$ cat src/hw/rtl/svpwm_pkg.sv
// shared types, register codes and helpers of the svpwm duty calculator
package svpwm_pkg;

	// configuration register indexes
	typedef enum logic [2:0] {
		REG_PWM_PERIOD     = 3'd0,
		REG_FULL_SCALE_T   = 3'd1,
		REG_FULL_SCALE_T_S = 3'd2,
		REG_TRIGGER_AFTER  = 3'd3,
		REG_TRIGGER_BEFORE = 3'd4
	} cfg_reg_t;

	// space vector sector numbers
	typedef enum logic [2:0] {
		SEC_1 = 3'd1,
		SEC_2 = 3'd2,
		SEC_3 = 3'd3,
		SEC_4 = 3'd4,
		SEC_5 = 3'd5,
		SEC_6 = 3'd6
	} sector_t;

	// register reset values
	localparam logic [13:0] PWM_PERIOD_RST     = 14'd3600;
	localparam logic [15:0] FULL_SCALE_T_RST   = 16'd14400;
	localparam logic [15:0] FULL_SCALE_T_S_RST = 16'd24941;
	localparam logic [15:0] TRIGGER_AFTER_RST  = 16'd100;
	localparam logic [15:0] TRIGGER_BEFORE_RST = 16'd50;

	// width of the wide signed working values
	localparam int unsigned WIDE_W = 36;

	// shift amounts: halving then dividing by 131072, and dividing by 131072
	localparam int unsigned HALF_DUTY_SHIFT = 18;
	localparam int unsigned DUTY_SHIFT      = 17;

	// signed shift right that rounds toward zero, as a C division by 2^k
	function automatic logic signed [WIDE_W-1:0] trunc_shr(
		input logic signed [WIDE_W-1:0] v,
		input int unsigned              k
	);
		logic signed [WIDE_W-1:0] bias;
		bias = v[WIDE_W-1] ? ((WIDE_W'(1) <<< k) - WIDE_W'(1)) : '0;
		return (v + bias) >>> k;
	endfunction

endpackage

$ cat src/hw/rtl/svpwm_duty_calculator_unit.sv
// space vector pwm duty calculator with three-shunt adc trigger placement
// One alpha/beta voltage demand goes in per transfer and one result comes out:
// the three phase compare values (modulo 65536), the sector (1 to 6), the
// channel four compare value that triggers the adc and its edge polarity.
// The datapath is a six-register pipeline: input register, scaling
// multipliers, x/y/z forming, sector choice and rounding divisions, phase
// compare values, and the result register that also places the trigger.
// An input transfer passes through all six registers before its result is shown;
// one item is taken every cycle as long as results are taken, and each stage
// holds on its own, so empty stages keep filling while a result waits.
// Configuration writes take effect at once and are meant to be made while
// the pipeline is empty.
module svpwm_duty_calculator_unit
	import svpwm_pkg::*;
(
	input  logic        clk,
	input  logic        arst_n,
	// configuration write port
	input  logic        cfg_we,
	input  logic [2:0]  cfg_index,
	input  logic [15:0] cfg_data,
	// input channel
	input  logic        in_valid,
	output logic        in_ready,
	input  logic [15:0] v_alpha,
	input  logic [15:0] v_beta,
	// result channel
	output logic        out_valid,
	input  logic        out_ready,
	output logic [15:0] duty_a,
	output logic [15:0] duty_b,
	output logic [15:0] duty_c,
	output logic [15:0] adc_trigger,
	output logic        trigger_falling,
	output logic [2:0]  sector
);

	// configuration registers
	logic [13:0] pwm_period_q;
	logic [15:0] full_scale_t_q;
	logic [15:0] full_scale_t_sqrt3_q;
	logic [15:0] trigger_after_q;
	logic [15:0] trigger_before_q;

	always_ff @(posedge clk or negedge arst_n) begin
		if (!arst_n) begin
			pwm_period_q         <= PWM_PERIOD_RST;
			full_scale_t_q       <= FULL_SCALE_T_RST;
			full_scale_t_sqrt3_q <= FULL_SCALE_T_S_RST;
			trigger_after_q      <= TRIGGER_AFTER_RST;
			trigger_before_q     <= TRIGGER_BEFORE_RST;
		end else if (cfg_we) begin
			unique case (cfg_index)
				REG_PWM_PERIOD:     pwm_period_q         <= cfg_data[13:0];
				REG_FULL_SCALE_T:   full_scale_t_q       <= cfg_data;
				REG_FULL_SCALE_T_S: full_scale_t_sqrt3_q <= cfg_data;
				REG_TRIGGER_AFTER:  trigger_after_q      <= cfg_data;
				REG_TRIGGER_BEFORE: trigger_before_q     <= cfg_data;
				default: ; // indexes beyond the list are ignored
			endcase
		end
	end

	// ------------------------------------------------------------------
	// pipeline flow control: a stage loads when it is empty or its
	// successor loads in the same cycle
	// ------------------------------------------------------------------
	logic vld_s1, vld_s2, vld_s3, vld_s4, vld_s5;
	logic rdy_s1, rdy_s2, rdy_s3, rdy_s4, rdy_s5, rdy_out;

	assign rdy_out  = !out_valid || out_ready;
	assign rdy_s5   = !vld_s5 || rdy_out;
	assign rdy_s4   = !vld_s4 || rdy_s5;
	assign rdy_s3   = !vld_s3 || rdy_s4;
	assign rdy_s2   = !vld_s2 || rdy_s3;
	assign rdy_s1   = !vld_s1 || rdy_s2;
	assign in_ready = rdy_s1;

	always_ff @(posedge clk or negedge arst_n) begin
		if (!arst_n) begin
			vld_s1    <= 1'b0;
			vld_s2    <= 1'b0;
			vld_s3    <= 1'b0;
			vld_s4    <= 1'b0;
			vld_s5    <= 1'b0;
			out_valid <= 1'b0;
		end else begin
			if (rdy_s1)  vld_s1    <= in_valid;
			if (rdy_s2)  vld_s2    <= vld_s1;
			if (rdy_s3)  vld_s3    <= vld_s2;
			if (rdy_s4)  vld_s4    <= vld_s3;
			if (rdy_s5)  vld_s5    <= vld_s4;
			if (rdy_out) out_valid <= vld_s5;
		end
	end

	// ------------------------------------------------------------------
	// stage 1: input register
	// ------------------------------------------------------------------
	logic signed [15:0] alpha_s1, beta_s1;

	always_ff @(posedge clk) begin
		if (rdy_s1) begin
			alpha_s1 <= v_alpha;
			beta_s1  <= v_beta;
		end
	end

	// ------------------------------------------------------------------
	// stage 2: scaling, ua = alpha * T*sqrt3 and ub = -(beta * T)
	// ------------------------------------------------------------------
	logic signed [32:0] prod_a, prod_b;
	logic signed [33:0] ua_s2, ub_s2;

	assign prod_a = alpha_s1 * $signed({1'b0, full_scale_t_sqrt3_q});
	assign prod_b = beta_s1 * $signed({1'b0, full_scale_t_q});

	always_ff @(posedge clk) begin
		if (rdy_s2) begin
			ua_s2 <= 34'(prod_a);
			ub_s2 <= -34'(prod_b);
		end
	end

	// ------------------------------------------------------------------
	// stage 3: x = ub, y = (ub + ua)/2, z = (ub - ua)/2, toward zero
	// ------------------------------------------------------------------
	logic signed [WIDE_W-1:0] wx_s3, wy_s3, wz_s3;
	logic signed [WIDE_W-1:0] sum_y, diff_z;

	assign sum_y  = WIDE_W'(ub_s2) + WIDE_W'(ua_s2);
	assign diff_z = WIDE_W'(ub_s2) - WIDE_W'(ua_s2);

	always_ff @(posedge clk) begin
		if (rdy_s3) begin
			wx_s3 <= WIDE_W'(ub_s2);
			wy_s3 <= trunc_shr(sum_y, 1);
			wz_s3 <= trunc_shr(diff_z, 1);
		end
	end

	// ------------------------------------------------------------------
	// stage 4: sector choice and the rounding divisions by 2^17 / 2^18
	// ------------------------------------------------------------------
	sector_t                  sector_d, sector_s4;
	logic                     x_le_zero;
	logic signed [WIDE_W-1:0] t_wide, base_sum;
	logic signed [WIDE_W-1:0] qs_wide, qx_wide, qy_wide, qz_wide;
	logic [15:0]              qs_s4, qx_s4, qy_s4, qz_s4;

	assign x_le_zero = wx_s3[WIDE_W-1] || (wx_s3 == '0);
	assign t_wide    = $signed({{(WIDE_W-16){1'b0}}, full_scale_t_q});

	always_comb begin
		if (wy_s3[WIDE_W-1]) begin
			if (wz_s3[WIDE_W-1])  sector_d = SEC_5;
			else if (x_le_zero)   sector_d = SEC_4;
			else                  sector_d = SEC_3;
		end else begin
			if (!wz_s3[WIDE_W-1]) sector_d = SEC_2;
			else if (x_le_zero)   sector_d = SEC_6;
			else                  sector_d = SEC_1;
		end
	end

	// the sum that sets phase a depends on the sector pair
	always_comb begin
		case (sector_d) inside
			SEC_1, SEC_4: base_sum = t_wide + wx_s3 - wz_s3;
			SEC_2, SEC_5: base_sum = t_wide + wy_s3 - wz_s3;
			default:      base_sum = t_wide - wx_s3 + wy_s3;
		endcase
	end

	// halving then dividing by 131072 equals one division by 2^18
	assign qs_wide = trunc_shr(base_sum, HALF_DUTY_SHIFT);
	assign qx_wide = trunc_shr(wx_s3, DUTY_SHIFT);
	assign qy_wide = trunc_shr(wy_s3, DUTY_SHIFT);
	assign qz_wide = trunc_shr(wz_s3, DUTY_SHIFT);

	always_ff @(posedge clk) begin
		if (rdy_s4) begin
			sector_s4 <= sector_d;
			// only the low bits matter, compare values wrap at 2^16
			qs_s4     <= qs_wide[15:0];
			qx_s4     <= qx_wide[15:0];
			qy_s4     <= qy_wide[15:0];
			qz_s4     <= qz_wide[15:0];
		end
	end

	// ------------------------------------------------------------------
	// stage 5: phase compare values, main phase and its neighbour
	// ------------------------------------------------------------------
	logic [15:0] a_d, b_d, c_d, m_d, o_d;
	logic [15:0] a_s5, b_s5, c_s5, m_s5, o_s5;
	sector_t     sector_s5;

	assign a_d = {3'b000, full_scale_t_q[15:3]} + qs_s4;

	always_comb begin
		case (sector_s4) inside
			SEC_1, SEC_4: begin
				b_d = a_d + qz_s4;
				c_d = b_d - qx_s4;
			end
			SEC_2, SEC_5: begin
				b_d = a_d + qz_s4;
				c_d = a_d - qy_s4;
			end
			default: begin
				c_d = a_d - qy_s4;
				b_d = c_d + qx_s4;
			end
		endcase
	end

	always_comb begin
		unique case (sector_s4)
			SEC_1:   begin m_d = a_d; o_d = b_d; end
			SEC_2:   begin m_d = b_d; o_d = a_d; end
			SEC_3:   begin m_d = b_d; o_d = c_d; end
			SEC_4:   begin m_d = c_d; o_d = b_d; end
			SEC_5:   begin m_d = c_d; o_d = a_d; end
			default: begin m_d = a_d; o_d = c_d; end
		endcase
	end

	always_ff @(posedge clk) begin
		if (rdy_s5) begin
			a_s5      <= a_d;
			b_s5      <= b_d;
			c_s5      <= c_d;
			m_s5      <= m_d;
			o_s5      <= o_d;
			sector_s5 <= sector_s4;
		end
	end

	// ------------------------------------------------------------------
	// result stage: adc trigger placement
	// ------------------------------------------------------------------
	logic [15:0] period16, room, delta, trig_d, after_pt, mirrored;
	logic [16:0] room_x2;
	logic        falling_d;

	assign period16 = {2'b00, pwm_period_q};
	assign room     = period16 - m_s5;
	assign delta    = m_s5 - o_s5;
	assign room_x2  = {room, 1'b0};
	assign after_pt = m_s5 + trigger_after_q;
	// mirror a point past the period back into the down-count half
	assign mirrored = {period16[14:0], 1'b0} - after_pt - 16'd1;

	always_comb begin
		falling_d = 1'b0;
		if (room > trigger_after_q) begin
			// widest phase leaves room, sample just before the period
			trig_d = period16 - 16'd1;
		end else if ({1'b0, delta} > room_x2) begin
			// sample before the crossing point
			trig_d = m_s5 - trigger_before_q;
		end else if (after_pt >= period16) begin
			trig_d    = mirrored;
			falling_d = 1'b1;
		end else begin
			trig_d = after_pt;
		end
	end

	always_ff @(posedge clk) begin
		if (rdy_out) begin
			duty_a          <= a_s5;
			duty_b          <= b_s5;
			duty_c          <= c_s5;
			adc_trigger     <= trig_d;
			trigger_falling <= falling_d;
			sector          <= sector_s5;
		end
	end

	// ------------------------------------------------------------------
	// assertions
	// ------------------------------------------------------------------
	a_sector_range: assert property (@(posedge clk) disable iff (!arst_n)
		out_valid |-> (sector >= 3'd1 && sector <= 3'd6))
		else $error("sector out of range on result");

	a_drain_opens_input: assert property (@(posedge clk) disable iff (!arst_n)
		(out_valid && out_ready) |-> in_ready)
		else $error("input stalled while the result transfer frees the pipeline");

	a_stall_needs_full: assert property (@(posedge clk) disable iff (!arst_n)
		!in_ready |-> (vld_s1 && vld_s2 && vld_s3 && vld_s4 && vld_s5 && out_valid))
		else $error("input stalled with an empty stage");

	a_last_stage_moves: assert property (@(posedge clk) disable iff (!arst_n)
		(vld_s5 && !out_valid) |=> out_valid)
		else $error("item in last stage did not reach the result register");

endmodule

$ cat config.mk
export PLATFORM = sky130hd
export DESIGN_NAME = svpwm_duty_calculator_unit
export DESIGN_NICKNAME = d
export VERILOG_FILES = /design/src/hw/rtl/svpwm_pkg.sv /design/src/hw/rtl/svpwm_duty_calculator_unit.sv
export SDC_FILE = /design/constraint.sdc
export NUM_CORES = 2
export LEC_CHECK = 0
export BUFFER_PORTS_ARGS = -buffer_cell sky130_fd_sc_hd__buf_2
export CORE_ASPECT_RATIO = 1.4
export CORE_MARGIN = 2
export CORE_UTILIZATION = 35
export CTS_BUF_LIST = sky130_fd_sc_hd__clkbuf_16
export DETAILED_ROUTE_END_ITERATION = 16
export PLACE_DENSITY = 0.49
export SYNTH_ARGS = -nofsm -noshare
export SYNTH_HDL_FRONTEND = slang
export SYNTH_SLANG_ARGS = --single-unit
$ cat constraint.sdc
create_clock -name clk -period 11.3 [get_ports clk]
set_input_delay 0.565 -clock clk [delete_from_list [all_inputs] [get_ports clk]]
set_output_delay 0.565 -clock clk [all_outputs]
set_load 0.1 [all_outputs]
==> metrics <==
status complete, no violations; worst hold start v_beta[11]; worst slack at placement 2.54 ns; cell seen most often among critical-path stages a21o_1; io pins 126; R2R setup slack 2.54 ns; type of the tightest min-delay check input pin to flop; clk slew on worst S/H paths 0.07 ns; Crit. End Element flop; top cell family by delay on the critical path compound AO/OA/AOI/OAI gates; # H-tree levels 2; FF+latch count, synth 505; Syn Area/Cell 9.31 um2; critical path arrival 9.20 ns; initial antenna violation count 14; worst r2r dst qs_s4[14]; Synth Area in Compound Gates 13.3%; vias in the first global route 46.1k; number of flops mapped to enable cells by yosys 421; average wire per standard cell 21.1 um; CTS tree yes; hold path depth 1; xor and xnor area share after synthesis 6.75%; period utilization 77.5%; share of layout cells above drive strength 1 6.63%; R2R Path Start full_scale_t_q[13]; Setup WS post-layout 2.54 ns; vias per cell 5.17; fillers 16.8k; placer congestion estimate 0.947; Rel. slew slack 6.37%; worst path buffer plus inverter count 2; Resize count post-CTS 0; commonest non-fill, non-tap cells in the layout inv_1, ha_1, nand2_1; largest net degree at the start of global routing 85; # clock sinks 505; hpwl dp 150000 um; f_max 114 MHz; area delta synth->final 9.38%; drt pass-1 iters 8; data required time of the worst path 11.74 ns; Post-Syn Area 58300 um2; total detailed-routing wirelength 181000 um; Crit-path slowest cell nor3b_2; Port Buffer Count 125; Syn Nets 7524; CP max stage delay 1.00 ns; first-pass GRT wire length 276000 um; largest family of logic cells by synthesized area adder cells; Simple-Gate Fraction of Synth Area 14.1%; total of max-cap violations 0; DR iter-0 viols 2301; fin. max-slew vios 0; post-route ant nets 0; Critical Path Source Type flop; Cell Rows 177; Clock Latency Late Sink 0.73 ns; overall global routing resource usage 21.4%; Die X 349 um; Warnings, synthesis 0; total number of vias 44.3k; Seq/Total Area, Yosys 25.3%; final net count 7629; Cells after Synth 6264; CTS Buf Count 61; die height 487 um; RSZ-0062 raised after global routing false; residual DRC count 0; Core Footprint 166000 um2; Setup-failing EPs final 0; Die Area 170000 um2; min Tclk post-route 8.76 ns; adder-cell area share of the yosys netlist 31.7%; mux cell area share after synthesis 1.17%; commonest non-fill, non-tap cell in the layout inv_1; Worst Hold Path EP beta_s1[11]; GRT Residual Overflow 0; final hold violations 0; synth unique cells 111; Tightest Pin Transition 1.39 ns; CP max FO 18; cells on worst reg2reg path 27; WS Path Type flop to flop; ys flop type edfxtp_1; clk buf depth 3; clock tree root buffer cell clkbuf_16; Initial Util 35.2%; Sum Neg Setup Slack 0 ns; async set-or-reset flop fraction in the synthesized netlist 16.6%; Max Clock Skew 0.0351 ns
-- Yosys cell counts (all sizes together) (13+ instances only) --
cell,n,share of area (%)
mux2i,23,0.39
dfrtp,62,2.7
a21o,154,2.0
buf,24,0.26
xnor2,312,4.7
or4,16,0.21
nor3b,15,0.20
o31ai,22,0.28
ha,748,16
mux2,40,0.77
or2,26,0.28
o21bai,48,0.62
o21a,62,0.80
xor2,135,2.0
a22oi,13,0.17
nor4,26,0.29
and3,29,0.31
nor2b,63,0.69
a221oi,14,0.22
or3,28,0.31
a31oi,33,0.38
nand4,50,0.54
dfstp,22,0.99
inv,999,6.4
nand2b,84,0.90
nor3,94,0.82
nor2,282,1.8
a211oi,56,0.74
edfxtp,421,22
nand3,98,0.85
and2,235,2.5
a21boi,18,0.24
o211ai,31,0.40
nand2,601,3.9
a21oi,343,3.0
clkbuf,140,0.97
fa,456,16
o21ai,281,2.4
-- worst max path at each step --
| stage | startpoint | to | slack, ns | depth (start not counted) |
|---|---|---|---|---|
| detailed placement | full_scale_t_q[5] | qs_s4[14] | 2.54 | 27 |
| CTS | full_scale_t_q[5] | qs_s4[14] | 2.53 | 27 |
| finish | full_scale_t_q[13] | qs_s4[14] | 2.54 | 27 |
| global placement | full_scale_t_q[6] | qs_s4[14] | 2.66 | 27 |
| global route | full_scale_t_q[1] | qs_s4[14] | 1.96 | 24 |
| floorplan | full_scale_t_q[15] | qs_s4[14] | 3.70 | 28 |
-- timing repair --
action / in CTS / in global routing
hold buffers: 28 / 0
endpoints found under the hold margin: 54 / 0
setup buffers: 0 / 0
-- worst reg2reg max path, stage by stage (launching register included) --
cell      delay, ns
dfstp_2        0.85
inv_1          0.25
fa_1           0.58
inv_1          0.04
ha_1           0.38
and3_1         0.29
nand2_1        0.10
or4_1          0.42
a311o_1        0.36
o21a_1         0.21
o211ai_1       0.12
xor2_1         0.10
a221oi_1       0.65
nor3b_2        1.00
ha_1           0.40
a21o_1         0.16
a21o_1         0.17
a21o_1         0.17
a21o_1         0.17
a21o_1         0.16
a21o_1         0.17
a21o_1         0.17
a221o_1        0.33
a21oi_1        0.54
nor3_2         0.18
nand4_1        0.23
nor3_1         0.11
xnor2_1        0.17
-- sequential cells by signal, summed over array words and instances, names as in the netlist, 33 cells and up --
register  cells
wz_s3        35
ua_s2        33
ub_s2        34
wy_s3        35
wx_s3        34
-- layout make-up --
class | count | area, um2 | area share (%)
Antenna cell | 4 | 10.0 | 0.0157
Timing Repair Buffer | 206 | 1310 | 2.05
Sequential cell | 505 | 14800 | 23.2
Inverter | 1000 | 3760 | 5.89
Multi-Input combinational cell | 4595 | 39200 | 61.4
Clock buffer | 62 | 1550 | 2.43
Clock inverter | 54 | 534 | 0.838
Tap cell | 2148 | 2690 | 4.21
-- metal layers --
| metal | track usage [%] | vias to the layer above | part of all wire, % |
|---|---|---|---|
| met5 | 0 | - | 0.0094 |
| met4 | 11.1 | 2 | 5.9 |
| met3 | 1.82 | 302 | 3.3 |
| met2 | 39.8 | 934 | 52 |
| met1 | 24.2 | 21709 | 39 |
| li1 | - | 21349 | - |
-- cell families (layout without fill, tap and decap cells) --
logic type      Yosys count  in the layout
other cells               0              4
fa+ha+maj              1206           1206
mux                      63             63
xor+xnor                448            448
flops                   505            505
compound gates         1203           1203
simple gates           1675           1675
buf+inv                1164           1322
-- stage by stage --
| stage | cell area, um2 | util, % | instances | hold WS (ns) |
|---|---|---|---|---|
| floorplan | 58300 | - | 6264 | 0.269 |
| global placement | 61400 | 37.0 | 8426 | 0.401 |
| detailed placement | 61400 | 37.0 | 8426 | 0.405 |
| CTS | 63800 | 38.4 | 8570 | 0.000915 |
| global route | 63800 | 38.4 | 8571 | 0.0225 |
| finish | 63800 | 38.5 | 8574 | 0.0392 |
Power is left out: the tool's default activity adds up to more than one toggle a clock period on the data nets, which glitch-free logic cannot reach.
